### config.mk
export PLATFORM = sky130hd
export DESIGN_NAME = base64url_stream_codec
export DESIGN_NICKNAME = d
export VERILOG_FILES = /design/src/hw/rtl/b64_pkg.sv /design/src/hw/rtl/base64url_stream_codec.sv /design/src/hw/rtl/b64_fifo.sv /design/src/hw/rtl/b64_front.sv /design/src/hw/rtl/b64_back.sv
export SDC_FILE = /design/constraint.sdc
export NUM_CORES = 1
export LEC_CHECK = 0
export ABC_CLOCK_PERIOD_IN_PS = 7200
export BUFFER_PORTS_ARGS = -buffer_cell sky130_fd_sc_hd__buf_2
export CAP_MARGIN = 0
export CORE_AREA = 4 4 144 146
export CTS_CLUSTER_DIAMETER = 120
export DETAILED_ROUTE_END_ITERATION = 12
export DIE_AREA = 0 0 148 150
export RECOVER_POWER = 25
export REMOVE_ABC_BUFFERS = 1
export SLEW_MARGIN = 15
export SYNTH_ARGS = -nofsm -noshare
export SYNTH_HDL_FRONTEND = slang
export SYNTH_SLANG_ARGS = --single-unit
### constraint.sdc
create_clock -name clock -period 7.2 [get_ports clock]
set_input_delay 1.44 -clock clock [delete_from_list [all_inputs] [get_ports clock]]
set_output_delay 1.44 -clock clock [all_outputs]
set_load 0.02 [all_outputs]
### src/hw/rtl/b64_pkg.sv
// ---------------------------------------------------------------------------
// b64_pkg
// Shared types, constants and alphabet functions of the base64url codec.
// ---------------------------------------------------------------------------
package b64_pkg;

   localparam int QUEUE_DEPTH = 4;
   localparam int QUEUE_AW    = $clog2(QUEUE_DEPTH);

   typedef enum logic [1:0] {
      JOB_ENC = 2'd0,
      JOB_DEC = 2'd1,
      JOB_ERR = 2'd2
   } job_kind_type;

   // results of one finished group, tail or error; chunk is top aligned
   typedef struct packed {
      job_kind_type kind;
      logic [23:0]  chunk;
      logic [1:0]   cnt_m1;
      logic         last;
   } job_type;

   typedef struct packed {
      logic       valid;
      logic [5:0] value;
   } dec_type;

   function automatic logic [7:0] enc_char(input logic [5:0] v);
      logic [7:0] v8;
      v8 = {2'b00, v};
      if (v < 6'd26)      return 8'h41 + v8;
      else if (v < 6'd52) return 8'h61 + v8 - 8'd26;
      else if (v < 6'd62) return 8'h30 + v8 - 8'd52;
      else if (v == 6'd62) return 8'h2D;
      else                 return 8'h5F;
   endfunction

   function automatic dec_type dec_char(input logic [7:0] c);
      dec_type r;
      r.valid = 1'b1;
      r.value = 6'd0;
      if (c >= 8'h41 && c <= 8'h5A)      r.value = 6'(c - 8'h41);
      else if (c >= 8'h61 && c <= 8'h7A) r.value = 6'(c - 8'h61 + 8'd26);
      else if (c >= 8'h30 && c <= 8'h39) r.value = 6'(c - 8'h30 + 8'd52);
      else if (c == 8'h2D)               r.value = 6'd62;
      else if (c == 8'h5F)               r.value = 6'd63;
      else                               r.valid = 1'b0;
      return r;
   endfunction

endpackage

### src/hw/rtl/base64url_stream_codec.sv
// ---------------------------------------------------------------------------
// base64url_stream_codec
// Unpadded base64url encoder/decoder over a stream of messages.
// ---------------------------------------------------------------------------
// An input transaction is taken whenever the job queue has room; the front
// end assembles groups and posts one job per finished group, tail or error.
// The output register emits one result per cycle unless rsp_tready is low,
// so throughput is set by the result port: encoding emits four characters
// per three input bytes, decoding one character per cycle. An input passes
// through the job queue and the output register before its first result
// appears. On an invalid character or a one-character tail a single result
// with tuser and tlast set is sent and the rest of the message is dropped.
// Write csr only while idle; a write also abandons any partial message.
module base64url_stream_codec (
   input  logic       clock,
   input  logic       reset,
   input  logic       csr_valid,
   output logic       csr_ready,
   input  logic       csr_wdata,   // [0] decode_mode
   input  logic       req_tvalid,
   output logic       req_tready,
   input  logic [7:0] req_tdata,   // [7:0] data_in
   input  logic       req_tlast,   // in_last
   output logic       rsp_tvalid,
   input  logic       rsp_tready,
   output logic [7:0] rsp_tdata,   // [7:0] data_out
   output logic       rsp_tlast,   // out_last
   output logic       rsp_tuser    // [0] error
);

   logic             push, full, pop, empty;
   b64_pkg::job_type push_job, head_job;

   assign csr_ready  = 1'b1;
   assign req_tready = !full;

   b64_front u_front (
      .clock    (clock),
      .reset    (reset),
      .csr_valid(csr_valid),
      .csr_wdata(csr_wdata),
      .accept   (req_tvalid && req_tready),
      .data_in  (req_tdata),
      .in_last  (req_tlast),
      .push     (push),
      .push_job (push_job)
   );

   b64_fifo u_fifo (
      .clock   (clock),
      .reset   (reset),
      .push    (push),
      .push_job(push_job),
      .full    (full),
      .pop     (pop),
      .head_job(head_job),
      .empty   (empty)
   );

   b64_back u_back (
      .clock     (clock),
      .reset     (reset),
      .head_job  (head_job),
      .empty     (empty),
      .pop       (pop),
      .rsp_tvalid(rsp_tvalid),
      .rsp_tready(rsp_tready),
      .rsp_tdata (rsp_tdata),
      .rsp_tlast (rsp_tlast),
      .rsp_tuser (rsp_tuser)
   );

endmodule

### src/hw/rtl/b64_fifo.sv
// ---------------------------------------------------------------------------
// b64_fifo
// Small job queue between the front (group assembly) and the back (emit).
// ---------------------------------------------------------------------------
module b64_fifo (
   input  logic             clock,
   input  logic             reset,
   input  logic             push,
   input  b64_pkg::job_type push_job,
   output logic             full,
   input  logic             pop,
   output b64_pkg::job_type head_job,
   output logic             empty
);

   b64_pkg::job_type mem [b64_pkg::QUEUE_DEPTH];
   logic [b64_pkg::QUEUE_AW:0] wr_ptr_ff, wr_ptr_in;
   logic [b64_pkg::QUEUE_AW:0] rd_ptr_ff, rd_ptr_in;

   assign empty = (wr_ptr_ff == rd_ptr_ff);
   assign full  = (wr_ptr_ff[b64_pkg::QUEUE_AW] != rd_ptr_ff[b64_pkg::QUEUE_AW]) &&
                  (wr_ptr_ff[b64_pkg::QUEUE_AW-1:0] == rd_ptr_ff[b64_pkg::QUEUE_AW-1:0]);
   assign head_job = mem[rd_ptr_ff[b64_pkg::QUEUE_AW-1:0]];

   assign wr_ptr_in = wr_ptr_ff + (b64_pkg::QUEUE_AW+1)'(push && !full);
   assign rd_ptr_in = rd_ptr_ff + (b64_pkg::QUEUE_AW+1)'(pop && !empty);

   always_ff @(posedge clock) begin
      if (reset) begin
         wr_ptr_ff <= '0;
         rd_ptr_ff <= '0;
      end else begin
         wr_ptr_ff <= wr_ptr_in;
         rd_ptr_ff <= rd_ptr_in;
      end
   end

   always_ff @(posedge clock) begin
      if (push && !full) begin
         mem[wr_ptr_ff[b64_pkg::QUEUE_AW-1:0]] <= push_job;
      end
   end

endmodule

### src/hw/rtl/b64_front.sv
// ---------------------------------------------------------------------------
// b64_front
// Accepts items, tracks the partial group and turns each finished group,
// tail or error into one job for the back end.
// ---------------------------------------------------------------------------
module b64_front (
   input  logic             clock,
   input  logic             reset,
   input  logic             csr_valid,
   input  logic             csr_wdata,
   input  logic             accept,
   input  logic [7:0]       data_in,
   input  logic             in_last,
   output logic             push,
   output b64_pkg::job_type push_job
);

   logic        mode_ff, mode_in;
   logic [23:0] group_bits_ff, group_bits_in;
   logic [1:0]  group_count_ff, group_count_in;
   logic        dropping_ff, dropping_in;

   b64_pkg::dec_type dc;
   logic [23:0]      enc_bits, dec_bits;

   assign dc       = b64_pkg::dec_char(data_in);
   assign enc_bits = {group_bits_ff[15:0], data_in};
   assign dec_bits = {group_bits_ff[17:0], dc.value};

   always_comb begin
      mode_in        = mode_ff;
      group_bits_in  = group_bits_ff;
      group_count_in = group_count_ff;
      dropping_in    = dropping_ff;
      push           = 1'b0;
      push_job.kind   = b64_pkg::JOB_ENC;
      push_job.chunk  = enc_bits;
      push_job.cnt_m1 = 2'd3;
      push_job.last   = in_last;

      if (csr_valid) begin
         mode_in        = csr_wdata;
         group_bits_in  = '0;
         group_count_in = '0;
         dropping_in    = 1'b0;
      end else if (accept) begin
         if (dropping_ff) begin
            if (in_last) begin
               dropping_in    = 1'b0;
               group_bits_in  = '0;
               group_count_in = '0;
            end
         end else if (mode_ff) begin
            push_job.kind  = b64_pkg::JOB_DEC;
            push_job.chunk = dec_bits;
            if (!dc.valid) begin
               push            = 1'b1;
               push_job.kind   = b64_pkg::JOB_ERR;
               push_job.cnt_m1 = 2'd0;
               push_job.last   = 1'b1;
               group_bits_in   = '0;
               group_count_in  = '0;
               dropping_in     = !in_last;
            end else if (group_count_ff == 2'd3) begin
               push            = 1'b1;
               push_job.cnt_m1 = 2'd2;
               group_bits_in   = '0;
               group_count_in  = '0;
            end else if (in_last) begin
               push           = 1'b1;
               group_bits_in  = '0;
               group_count_in = '0;
               case (group_count_ff)
                  2'd0: begin
                     push_job.kind   = b64_pkg::JOB_ERR;
                     push_job.cnt_m1 = 2'd0;
                  end
                  2'd1: begin
                     push_job.chunk  = {dec_bits[11:0], 12'd0};
                     push_job.cnt_m1 = 2'd0;
                  end
                  default: begin
                     push_job.chunk  = {dec_bits[17:0], 6'd0};
                     push_job.cnt_m1 = 2'd1;
                  end
               endcase
            end else begin
               group_bits_in  = dec_bits;
               group_count_in = group_count_ff + 2'd1;
            end
         end else begin
            if (group_count_ff == 2'd2) begin
               push           = 1'b1;
               group_bits_in  = '0;
               group_count_in = '0;
            end else if (in_last) begin
               push           = 1'b1;
               group_bits_in  = '0;
               group_count_in = '0;
               if (group_count_ff == 2'd0) begin
                  push_job.chunk  = {data_in, 16'd0};
                  push_job.cnt_m1 = 2'd1;
               end else begin
                  push_job.chunk  = {enc_bits[15:0], 8'd0};
                  push_job.cnt_m1 = 2'd2;
               end
            end else begin
               group_bits_in  = enc_bits;
               group_count_in = group_count_ff + 2'd1;
            end
         end
      end
   end

   always_ff @(posedge clock) begin
      if (reset) begin
         mode_ff        <= 1'b0;
         group_bits_ff  <= '0;
         group_count_ff <= '0;
         dropping_ff    <= 1'b0;
      end else begin
         mode_ff        <= mode_in;
         group_bits_ff  <= group_bits_in;
         group_count_ff <= group_count_in;
         dropping_ff    <= dropping_in;
      end
   end

endmodule

### src/hw/rtl/b64_back.sv
// ---------------------------------------------------------------------------
// b64_back
// Pops jobs into the output register, one result per cycle unless stalled.
// ---------------------------------------------------------------------------
module b64_back (
   input  logic             clock,
   input  logic             reset,
   input  b64_pkg::job_type head_job,
   input  logic             empty,
   output logic             pop,
   output logic             rsp_tvalid,
   input  logic             rsp_tready,
   output logic [7:0]       rsp_tdata,
   output logic             rsp_tlast,
   output logic             rsp_tuser
);

   logic [1:0] idx_ff, idx_in;
   logic       valid_ff, valid_in;
   logic [7:0] data_ff, data_in;
   logic       last_ff, last_in;
   logic       err_ff, err_in;
   logic       load, final_one;
   logic [5:0] sextet;
   logic [7:0] byte_sel;

   assign load      = !valid_ff || rsp_tready;
   assign final_one = (idx_ff == head_job.cnt_m1);
   assign pop       = load && !empty && final_one;

   always_comb begin
      case (idx_ff)
         2'd0:    sextet = head_job.chunk[23:18];
         2'd1:    sextet = head_job.chunk[17:12];
         2'd2:    sextet = head_job.chunk[11:6];
         default: sextet = head_job.chunk[5:0];
      endcase
      case (idx_ff)
         2'd0:    byte_sel = head_job.chunk[23:16];
         2'd1:    byte_sel = head_job.chunk[15:8];
         default: byte_sel = head_job.chunk[7:0];
      endcase
   end

   always_comb begin
      idx_in   = idx_ff;
      valid_in = valid_ff;
      data_in  = data_ff;
      last_in  = last_ff;
      err_in   = err_ff;
      if (load) begin
         valid_in = !empty;
         if (!empty) begin
            idx_in  = final_one ? 2'd0 : idx_ff + 2'd1;
            last_in = final_one && head_job.last;
            err_in  = 1'b0;
            unique case (head_job.kind)
               b64_pkg::JOB_ENC: data_in = b64_pkg::enc_char(sextet);
               b64_pkg::JOB_DEC: data_in = byte_sel;
               b64_pkg::JOB_ERR: begin
                  data_in = 8'd0;
                  err_in  = 1'b1;
               end
               default: data_in = 8'd0;
            endcase
         end
      end
   end

   always_ff @(posedge clock) begin
      if (reset) begin
         idx_ff   <= '0;
         valid_ff <= 1'b0;
      end else begin
         idx_ff   <= idx_in;
         valid_ff <= valid_in;
      end
   end

   always_ff @(posedge clock) begin
      data_ff <= data_in;
      last_ff <= last_in;
      err_ff  <= err_in;
   end

   assign rsp_tvalid = valid_ff;
   assign rsp_tdata  = data_ff;
   assign rsp_tlast  = last_ff;
   assign rsp_tuser  = err_ff;

endmodule

# Word-level counts from Yosys, hierarchy flattened
# Memories as Yosys holds them, arrays and structs flattened. A register that Yosys moved wholly into a read port is not among the register bits.
# Cells that the tools add are included.
# W data, S select, Z words.
[word_totals]
mem_bits_rw = 116
output_inout_bits = 13
register_bits = 41
input_bits = 15
mem_count = 1
[classes]
mux = 68
magnitude_cmp = 9
n_addsub = 14
n_reduce_logical = 22
n_bitwise = 1
eq_ne = 15
[mem_list]
columns = ["name", "depth", "word_bits", "read_ports", "rd_ports_with_merged_regs", "write_ports", "line", "rtl"]
rows = [
  ["u_fifo.mem", 4, 29, 1, 1, 1, "b64_fifo.sv:16", "b64_pkg::job_type mem [b64_pkg::QUEUE_DEPTH];"],
]
[op_table]
columns = ["op", "count"]
rows = [
  ["$mux W18", 8],
  ["$mux W26", 5],
  ["$mux W29", 3],
  ["$pmux W24 S2", 1],
  ["$pmux W8 S2", 2],
  ["$mux W6", 5],
  ["$mux W2", 14],
  ["$mux W28", 1],
  ["$mux W24", 1],
  ["$mux W8", 3],
  ["$mux W1", 23],
  ["$pmux W6 S3", 1],
  ["$add A7 B6 Y8 const A", 2],
  ["$ge A8 B7 Y1 const B", 2],
  ["$le A8 B7 Y1 const B", 2],
  ["$lt A6 B6 Y1 const B", 2],
  ["$sub A6 B6 Y6 const B", 2],
  ["$logic_and A1 B1 Y1", 10],
  ["$eq A2 B2 Y1 const B", 4],
  ["$eq A8 B6 Y1 const B", 1],
  ["$eq A8 B7 Y1 const B", 1],
  ["$ge A8 B6 Y1 const B", 1],
  ["$le A8 B6 Y1 const B", 1],
  ["$sub A8 B5 Y8 const B", 1],
  ["other kinds (21)", 33],
]

# Logic depth before layout (Yosys ltp)
# Gate-level depths: netlist of run 1.
[depth]
word_depth = 14
depth_mapped = 17
ltp_nobuf = 14

# Hierarchy
# Synthesis of run 1 repeated with hierarchy kept, for this count alone.
[hier_totals]
cells_unflattened = 712
hier_area_um2 = 8529.4
[by_module_without_submodules]
columns = ["module", "n_inst", "area_each_um2", "seq_area_each_um2", "cells_per_inst"]
rows = [
  ["b64_fifo", 1, 4595.7, 3603.5, 189],
  ["b64_front", 1, 2532.4, 440.4, 347],
  ["b64_back", 1, 1380.1, 360.3, 172],
  ["base64url_stream_codec", 1, 21.3, 0.0, 4],
]

# Worst setup path after synthesis of run 1
# No wires, ideal clock.
[synth_timing]
path_kind = "input-to-reg"
start = "in req_tdata[2]"
end = "mem u_fifo.mem[0][0] in the netlist's numbering, enable pin"
slack_ps = 1035
setup_time_ps = 457
t_arrival_ps = 5707
n_path_buf = 1
stages = 9
t_required_ps = 6743
cell_sequence = "clkbuf_1 -> clkinv_1 -> ha_1 -> and2_1 -> o211ai_1 -> and3_4 -> nor4b_4 -> nor3b_2 -> nor3b_1"
[synth_via]
elab_chain_len = 14
word_cells_on_any_way = 24
cone_classes = "order compare (6); eq/ne (2); mux (12); reduce/logical (4)"
[synth_lines]
columns = ["element", "line", "rtl"]
rows = [
  ["start: declaration", "base64url_stream_codec.sv:22", "input logic [7:0] req_tdata,"],
  ["parallel branches: the longest is 5 deep, another holds $ge A8 B6 Y1", "n/a", ""],
  ["$mux W1 (*)", "b64_pkg.sv:43", "if (c >= 8'h41 && c <= 8'h5A) r.value = 6'(c - 8'h41);"],
  ["$mux W1 (*)", "b64_front.sv:56", "if (!dc.valid) begin"],
  ["$mux W1 (*)", "b64_front.sv:53", "end else if (mode_ff) begin"],
  ["$mux W1 (*)", "b64_front.sv:47", "if (dropping_ff) begin"],
  ["$mux W1 (*)", "b64_front.sv:46", "end else if (accept) begin"],
  ["$mux W1 (*)", "b64_front.sv:41", "if (csr_valid) begin"],
  ["$logic_and A1 B1 Y1 (*)", "b64_fifo.sv:39", "if (push && !full) begin"],
  ["$mux W1 (*)", "b64_fifo.sv:39", ""],
  ["$mux W1 (implied by the code) (*)", "b64_fifo.sv:40", "mem[wr_ptr_ff[b64_pkg::QUEUE_AW-1:0]] <= push_job;"],
  ["end: declaration", "b64_fifo.sv:16", ""],
]
# Every way passes the cells marked *.

# Worst setup path after layout of run 1
[layout_timing]
start = "reg u_fifo.rd_ptr_ff[1] in the netlist's numbering"
end = "mem u_fifo.mem[0][15] in the netlist's numbering, enable pin"
[layout_via]
elab_chain_len = 9
[layout_lines]
columns = ["element", "line", "rtl"]
rows = [
  ["start: declaration", "b64_fifo.sv:18", "logic [b64_pkg::QUEUE_AW:0] rd_ptr_ff, rd_ptr_in;"],
  ["start signal: assignment", "b64_fifo.sv:34", "rd_ptr_ff <= rd_ptr_in;"],
  ["$eq A2 B2 Y1 (*)", "b64_fifo.sv:22", "(wr_ptr_ff[b64_pkg::QUEUE_AW-1:0] == rd_ptr_ff[b64_pkg::QUEUE_AW-1:0]);"],
  ["$logic_and A1 B1 Y1 (*)", "b64_fifo.sv:21", "assign full = (wr_ptr_ff[b64_pkg::QUEUE_AW] != rd_ptr_ff[b64_pkg::QUEUE_AW]) &&"],
  ["$logic_not A1 Y1 (*)", "base64url_stream_codec.sv:35, b64_fifo.sv:39", ""],
  ["$logic_and A1 B1 Y1", "base64url_stream_codec.sv:42", ".accept (req_tvalid && req_tready),"],
  ["$mux W1", "b64_front.sv:46", ""],
  ["$mux W1", "b64_front.sv:41", ""],
  ["$logic_and A1 B1 Y1 (*)", "b64_fifo.sv:39", ""],
  ["$mux W1 (*)", "b64_fifo.sv:39", ""],
  ["$mux W1 (implied by the code) (*)", "b64_fifo.sv:40", ""],
]
# Mark *: on every way between the ends. The rest lies on a longest branch, timed or not.

==> impl_metrics.csv, run 1 <==
group,metric,value,unit
outcome,status,"finished with violations",
outcome,violations,"capacitance limit, slew limit",
die,die_h,150,µm
yosys,synthDistinctLibCells,75,
yosys,synth_edf_count,126,
die,row_count,51,
yosys,ys_seq_elements,157,
global_routing,grt_max_degree,41,
yosys,synth_top_family_by_area,"compound AO/OA/AOI/OAI gates",
sta,rsz0062_at_grt,"false",
cells_and_area,area_delta_synth_final,10.10,%
sta,max_slew_margin,-73.50,%
min_path,hold_path_class,"flip-flop to flip-flop",
sta,clock.fmax,0.1820,GHz
cells_and_area,fill_cells,1791,
pwr,intPower,1.621,mW
sta,setup_viol_count_final,0,
place,place.gp.congestion,0.9494,
yosys,avgSynthCellArea,11.74,µm²
worst_setup_path,crit_path_start_kind,"flip-flop",
clock_network,max-clock-path-buffers,2,
clock_network,cts-root-buf,"clkbuf_16",
place,pre_cts_slack,2181,ps
drt,drt_iter0_drc,706,
sta,fin_hold_ws,495.8,ps
run,maxCapViolCount,1,
clock_network,clock_latency,420,ps
yosys,synthSimpleGateAreaFrac,11.15,%
global_routing,grt_pass1_wl,34330,µm
cells_and_area,fin_util,48.72,%
drt,drtPass1Iterations,5,
clock_network,cts_made_buffers,17,
sta,timing.setup.tns,0,ps
drt,drc,0,
worst_setup_path,worstSetupPathType,"flip-flop to flip-flop",
pwr,p_total,2.267,mW
sta,period_minus_slack,5496,ps
min_path,min_from,"u_front.dropping_ff$_SDFFE_PP0P_",
sta,worstMarginPinSlew,2602,ps
sta,slew_viol_final,41,
yosys,synth_xor_area_share,1.836,%
pwr,powerDensity,239.8,mW/mm²
die,core,0.01940,mm²
yosys,synthAdderAreaFrac,4.373,%
sta,finalCritPeriodShare,76.33,%
clock_network,clock-sinks,157,
cells_and_area,stdcell_area,0.009452,mm²
clock_network,clkSlewWorstSetupHoldPaths,70,ps
sta,skew,10.45,ps
yosys,synth_area,0.008584,mm²
pwr,switching_share,28.49,%
yosys,ys_warn_count,0,
die,initial_core_util,44.25,%
global_routing,grt_use_total,20.31,%
cells_and_area,layout-drive-gt1-share,14.48,%
drt,routed_wl,21800,µm
clock_network,htreeDepth,4,
pwr,p_leak,3.160,nW
worst_setup_path,critical_path_arrival,5560,ps
yosys,ys.flop_type,"edfxtp_1",
place,dp_cells,986,
yosys,synthCells,731,
pwr,comb_power_share,16.2,%
cells_and_area,nNetsFinal,785,
drt,wl_per_cell,21.41,µm
die,die_w,148,µm
clock_network,cts_hold_buf,0,
global_routing,antenna_found_initial,0,
global_routing,grt_pass1_vias,5855,
worst_setup_path,crit_required,7270,ps
pwr,power_frac_clock,39.0,%
yosys,synth_compound_area_share,17.43,%
yosys,yosysSeqAreaShare,51.30,%
drt,via_per_inst,5.892,
yosys,async_reset_ff_share,0,%
cells_and_area,insertedDiodeCount,0,
pwr,p_sw,0.6458,mW
sta,finalWorstSetupSlack,1704,ps
pwr,ir_drop,179.5,µV
yosys,synthMuxAreaShare,9.488,%
pwr,power_frac_seq,44.8,%
drt,vias,5998,
worst_setup_path,crit_start,"u_fifo.rd_ptr_ff[1]$_SDFF_PP0_",
worst_setup_path,end_kind,"flip-flop",
worst_setup_path,r2r_start,"u_fifo.rd_ptr_ff[1]$_SDFF_PP0_",
clock_network,cts_setup_buffers,0,
global_routing,overflow,0,
sta,finalHoldViolations,0,
place,post_dp_cell_area,0.008872,mm²
clock_network,cts_tree,"yes",
cells_and_area,instances_no_fill,1018,
worst_setup_path,path_max_fanout,40,
drt,detail-route-antenna-nets,0,
die,die-area,0.02220,mm²
clock_network,cts_resized,0,
die,io_pins,28,
place,io_buffer_count,26,
place,dp_hpwl,15280,µm
## layout make-up
| class | count | area (µm²) | share of cell area (%) |
|---|---|---|---|
| clock buffers | 19 | 464.2 | 4.911 |
| repair buffers | 37 | 188.9 | 1.999 |
| well taps | 265 | 331.6 | 3.508 |
| flip-flops and latches | 157 | 4407 | 46.62 |
| inverters | 27 | 101.3 | 1.072 |
| multi-input cells | 500 | 3817 | 40.39 |
| clock inverters | 13 | 141.4 | 1.496 |
## metal layers
metal | global-route usage, % | up-vias | wire length (µm)
met5 | 0 | - | 0
li1 | - | 2811 | -
met4 | 7.575 | 0 | 559
met1 | 27.05 | 2946 | 9458
met3 | 3.755 | 37 | 959
met2 | 33.30 | 204 | 10820
## cell usage in the layout (no fill, tap or decap), types with 5 or more instances in the layout
| master | count |
|---|---|
| a21oi_1 | 32 |
| a221oi_1 | 5 |
| a22o_1 | 22 |
| a22oi_1 | 34 |
| a31oi_1 | 8 |
| and3_1 | 5 |
| buf_2 | 13 |
| buf_4 | 9 |
| clkbuf_1 | 15 |
| clkbuf_16 | 18 |
| dfxtp_1 | 29 |
| edfxtp_1 | 126 |
| ha_1 | 30 |
| inv_1 | 24 |
| mux2_2 | 7 |
| mux2i_1 | 23 |
| mux4_2 | 20 |
| nand2_1 | 54 |
| nand2b_1 | 12 |
| nand3_1 | 12 |
| nor2_1 | 60 |
| nor2b_1 | 8 |
| nor3_1 | 14 |
| o211ai_1 | 11 |
| o21ai_0 | 37 |
| o221ai_1 | 5 |
| o22ai_1 | 13 |
| xnor2_1 | 14 |
## cells by family (layout without fill, tap and decap cells)
group,after synthesis,in the layout
compound gates,202,202
simple gates,195,195
flops,157,157
buf+inv,74,96
mux,54,54
fa+ha+maj,30,30
xor+xnor,18,18
other cells,1,1
## state kept, by name, summed over array words and instances, names as in the netlist, 2 cells and up
register,flops
u_fifo.mem,116
u_back.idx_ff,2
u_fifo.rd_ptr_ff,3
u_front.group_bits_ff,18
u_fifo.wr_ptr_ff,3
u_back.rsp_tdata,8
u_front.group_count_ff,2
## power groups by stage
stage | Combinational, mW | Clock (mW) | Sequential, mW
5_1_grt | 0.403 | 0.951 | 1.02
4_1_cts | 0.373 | 0.903 | 1.02
3_3_place_gp | 0.366 | 0 | 1.03
6_report | 0.368 | 0.883 | 1.02
3_5_place_dp | 0.371 | 0 | 1.04
2_1_floorplan | 0.251 | 0 | 1.04
## critical path, stage by stage (launching register included)
cell	delay [ps]
dfxtp_2	310
clkbuf_1	1820
xor2_1	300
o31a_1	300
and2_1	710
and2b_1	560
nor3b_2	410
nor3b_2	240
buf_4	420
## Yosys cell counts (4+ instances only)
cell type    n  area, µm²
o221ai_1     5      43.79
inv_1       23      86.33
xnor2_1     14      122.6
a21oi_1     32      160.2
o21a_1       4      30.03
mux4_2      20      450.4
edfxtp_1   126       3784
clkbuf_1    31      116.4
a31oi_1      8      50.05
nor3_1      15      75.07
buf_6        5      56.30
and3_1       4      25.02
a221oi_1     5      43.79
o21ai_1      5      25.02
o21ai_0     35      175.2
nand3_1     12      60.06
nor2b_1      8      50.05
a22o_1      22      192.7
and2_1       4      25.02
nand2b_1    12      75.07
nor3b_1      4      30.03
ha_1        30      375.4
xor2_1       4      35.03
o22ai_1     13      81.33
mux2_2       8      90.09
mux2i_1     23      230.2
nor2_1      62      232.7
o211ai_1    11      82.58
a22oi_1     34      255.2
nand2_1     54      202.7
dfxtp_1     31      620.6
## worst paths after layout
path,endpoint,slack (ps),cells after the start
setup / recovery,u_fifo.mem[0][15]$_DFFE_PP_,1700,8
hold / removal,u_front.dropping_ff$_SDFFE_PP0P_,500,2
setup reg to reg,u_fifo.mem[0][15]$_DFFE_PP_,1700,8
hold reg to reg,u_front.dropping_ff$_SDFFE_PP0P_,500,2
Power figures use the tool's default switching activity.
==> inputs of run 2 (changes only) <==
--- a/config.mk
+++ b/config.mk
@@ -5,7 +5,7 @@
 export SDC_FILE = /design/constraint.sdc
 export NUM_CORES = 1
 export LEC_CHECK = 0
-export ABC_CLOCK_PERIOD_IN_PS = 7200
+export ABC_CLOCK_PERIOD_IN_PS = 4400
 export BUFFER_PORTS_ARGS = -buffer_cell sky130_fd_sc_hd__buf_2
 export CAP_MARGIN = 0
 export CORE_AREA = 4 4 144 146
==> constraint.sdc (replaced) <==
create_clock -name clock -period 4.4 [get_ports clock]
set_input_delay 0.88 -clock clock [delete_from_list [all_inputs] [get_ports clock]]
set_output_delay 0.88 -clock clock [all_outputs]
set_load 0.02 [all_outputs]
==> run 2 against run 1 <==
Setup slack worse by 1300 ps; sequential cell count unchanged; die area stayed put; the flow now finishes without violations; clock skew is 4.0 ps higher; critical path depth increased by 2; sequential power increased by 63%; combinational power rose by 67%; critical endpoint is now u_fifo.mem[0][18]$_DFFE_PP_; clock power increased by 62%; first-iteration DRC count shrank 29%; clock-buffer cell count is 2 lower; sequential share of layout area down 0.68 points; power rose by 63%.
==> impl_metrics.csv, run 2 (synthesis results as in run 1) <==
group,metric,value,unit
outcome,status,"finished, final reports clean",
worst_setup_path,crit_required,4520,ps
worst_setup_path,path_max_fanout,14,
sta,finalHoldViolations,0,
drt,detail-route-antenna-nets,0,
worst_setup_path,end_kind,"flip-flop",
clock_network,max-clock-path-buffers,2,
sta,slew_viol_final,0,
clock_network,cts_hold_buf,0,
worst_setup_path,crit_path_start_kind,"input pin",
cells_and_area,fin_util,49.45,%
global_routing,grt_pass1_wl,34380,µm
die,die_h,150,µm
global_routing,grt_max_degree,30,
pwr,intPower,2.622,mW
die,core,0.01940,mm²
pwr,ir_drop,252.8,µV
sta,finalCritPeriodShare,90.07,%
cells_and_area,area_delta_synth_final,11.73,%
sta,max_slew_margin,39.46,%
run,maxCapViolCount,0,
worst_setup_path,worstSetupPathType,"input pin to flip-flop",
place,io_buffer_count,26,
sta,setup_viol_count_final,0,
sta,finalWorstSetupSlack,436.7,ps
worst_setup_path,cpPeakStageDelay,630,ps
worst_setup_path,path_buf_inv,3,
clock_network,cts_resized,0,
die,io_pins,28,
pwr,p_sw,1.079,mW
sta,period_minus_slack,3963,ps
cells_and_area,mostFrequentLayoutCell,"edfxtp_1",
global_routing,grt_pass1_vias,6057,
drt,drc,0,
pwr,comb_power_share,16.6,%
cells_and_area,largest_register_ffs,116,
place,dp_hpwl,15700,µm
pwr,switching_share,29.16,%
clock_network,htreeDepth,4,
worst_setup_path,crit_chain,"clkbuf_1, clkinv_1, ha_1, a21oi_1, nor3_1, a311o_1, a31oi_2, clkbuf_1, a22oi_1, o21ai_0",
worst_setup_path,cp_common_cell,"clkbuf_1",
cells_and_area,nNetsFinal,799,
die,die_w,148,µm
worst_setup_path,critical_path_arrival,4080,ps
global_routing,overflow,0,
drt,drt_iter0_drc,504,
place,place.gp.congestion,0.9797,
clock_network,clock_latency,430,ps
sta,worstMarginPinSlew,906.8,ps
pwr,p_leak,3.227,nW
drt,drtPass1Iterations,5,
worst_setup_path,cp_slowest_cell,"o21ai_0",
sta,skew,14.42,ps
clock_network,cts_setup_buffers,0,
clock_network,cts_tree,"yes",
pwr,power_frac_clock,38.5,%
clock_network,clkSlewWorstSetupHoldPaths,70,ps
pwr,powerDensity,385.9,mW/mm²
place,pre_cts_slack,381.8,ps
cells_and_area,insertedDiodeCount,0,
global_routing,antenna_found_initial,0,
die,row_count,51,
drt,via_per_inst,5.917,
die,initial_core_util,44.25,%
clock_network,clock-sinks,157,
sta,clock.fmax,0.2523,GHz
worst_setup_path,critical-path-top-delay-family,"compound AO/OA/AOI/OAI gates",
cells_and_area,final_cell_mix,"edfxtp_1 (126), nor2_1 (60), nand2_1 (54)",
sta,rsz0062_at_grt,"false",
clock_network,cts_made_buffers,17,
pwr,power_frac_seq,44.9,%
die,die-area,0.02220,mm²
cells_and_area,layout-drive-gt1-share,15.91,%
drt,wl_per_cell,21.08,µm
min_path,hold_path_class,"flip-flop to flip-flop",
drt,vias,6106,
clock_network,cts-root-buf,"clkbuf_16",
drt,routed_wl,21750,µm
global_routing,grt_use_total,20.11,%
==> run 2: cell types whose count changed in the layout (fill, tap and decap cells not counted), moves of 2 or more <==
cell / before / now
o21ai_0: 37 / 34
clkbuf_1: 15 / 17
buf_4: 9 / 16
inv_8: 3 / 5
buf_12: 0 / 5
o21ai_1: 4 / 6
==> run 2: worst min-delay path: cells and delay by family, from the launching register on <==
| family | cells | cell delay (ps) |
|---|---|---|
| AO/OA/AOI/OAI | 1 | 70 |
| buffers and inverters | 1 | 70 |
| flip-flops | 1 | 300 |
==> run 2: power groups by stage <==
stage | Clock, mW | Combinational, mW | Sequential [mW]
3_3_place_gp | 0 | 0.610 | 1.69
3_5_place_dp | 0 | 0.618 | 1.69
2_1_floorplan | 0 | 0.411 | 1.70
4_1_cts | 1.46 | 0.620 | 1.66
6_report | 1.43 | 0.614 | 1.66
5_1_grt | 1.52 | 0.672 | 1.66
==> run 2: worst paths after layout <==
kind | from | to | cells past startpoint | slack [ps]
worst min-delay path | u_front.dropping_ff$_SDFFE_PP0P_ | u_front.dropping_ff$_SDFFE_PP0P_ | 2 | 490
worst min register to register | u_front.dropping_ff$_SDFFE_PP0P_ | u_front.dropping_ff$_SDFFE_PP0P_ | 2 | 490
worst max register to register | u_back.idx_ff[0]$_SDFFE_PP0P_ | u_back.rsp_tdata[5]$_DFFE_PP_ | 11 | 650
worst max-delay path | req_tdata[2] | u_fifo.mem[0][18]$_DFFE_PP_ | 10 | 440
==> run 2: layout make-up <==
class | count | area, µm²
Fill cell | 1779 | 9807
Sequential cell | 157 | 4407
Multi-Input combinational cell | 500 | 3810
Clock buffer | 17 | 425.4
Timing Repair Buffer | 51 | 349.1
Tap cell | 265 | 331.6
Clock inverter | 15 | 167.7
Inverter | 27 | 101.3
==> run 2: stage by stage <==
stage	std cells	TNS, ps	power, mW	area [µm²]	hold slack [ps]
CTS	1032	0	3.738	9633	499.7
global placement	1000	0	2.303	9040	469.7
global route	1032	0	3.861	9592	525.2
detailed placement	1000	0	2.312	9040	488.2
floorplan	684	-49800	2.116	8310	459.8
finish	1032	0	3.702	9592	493.3
==> run 2: metal layers <==
layer | vias to the layer above | wire (µm) | track usage, %
met1 | 2999 | 9325 | 26.00
li1 | 2841 | - | -
met5 | - | 0 | 0
met3 | 34 | 1193 | 3.452
met2 | 232 | 10770 | 34.44
met4 | 0 | 456 | 6.790
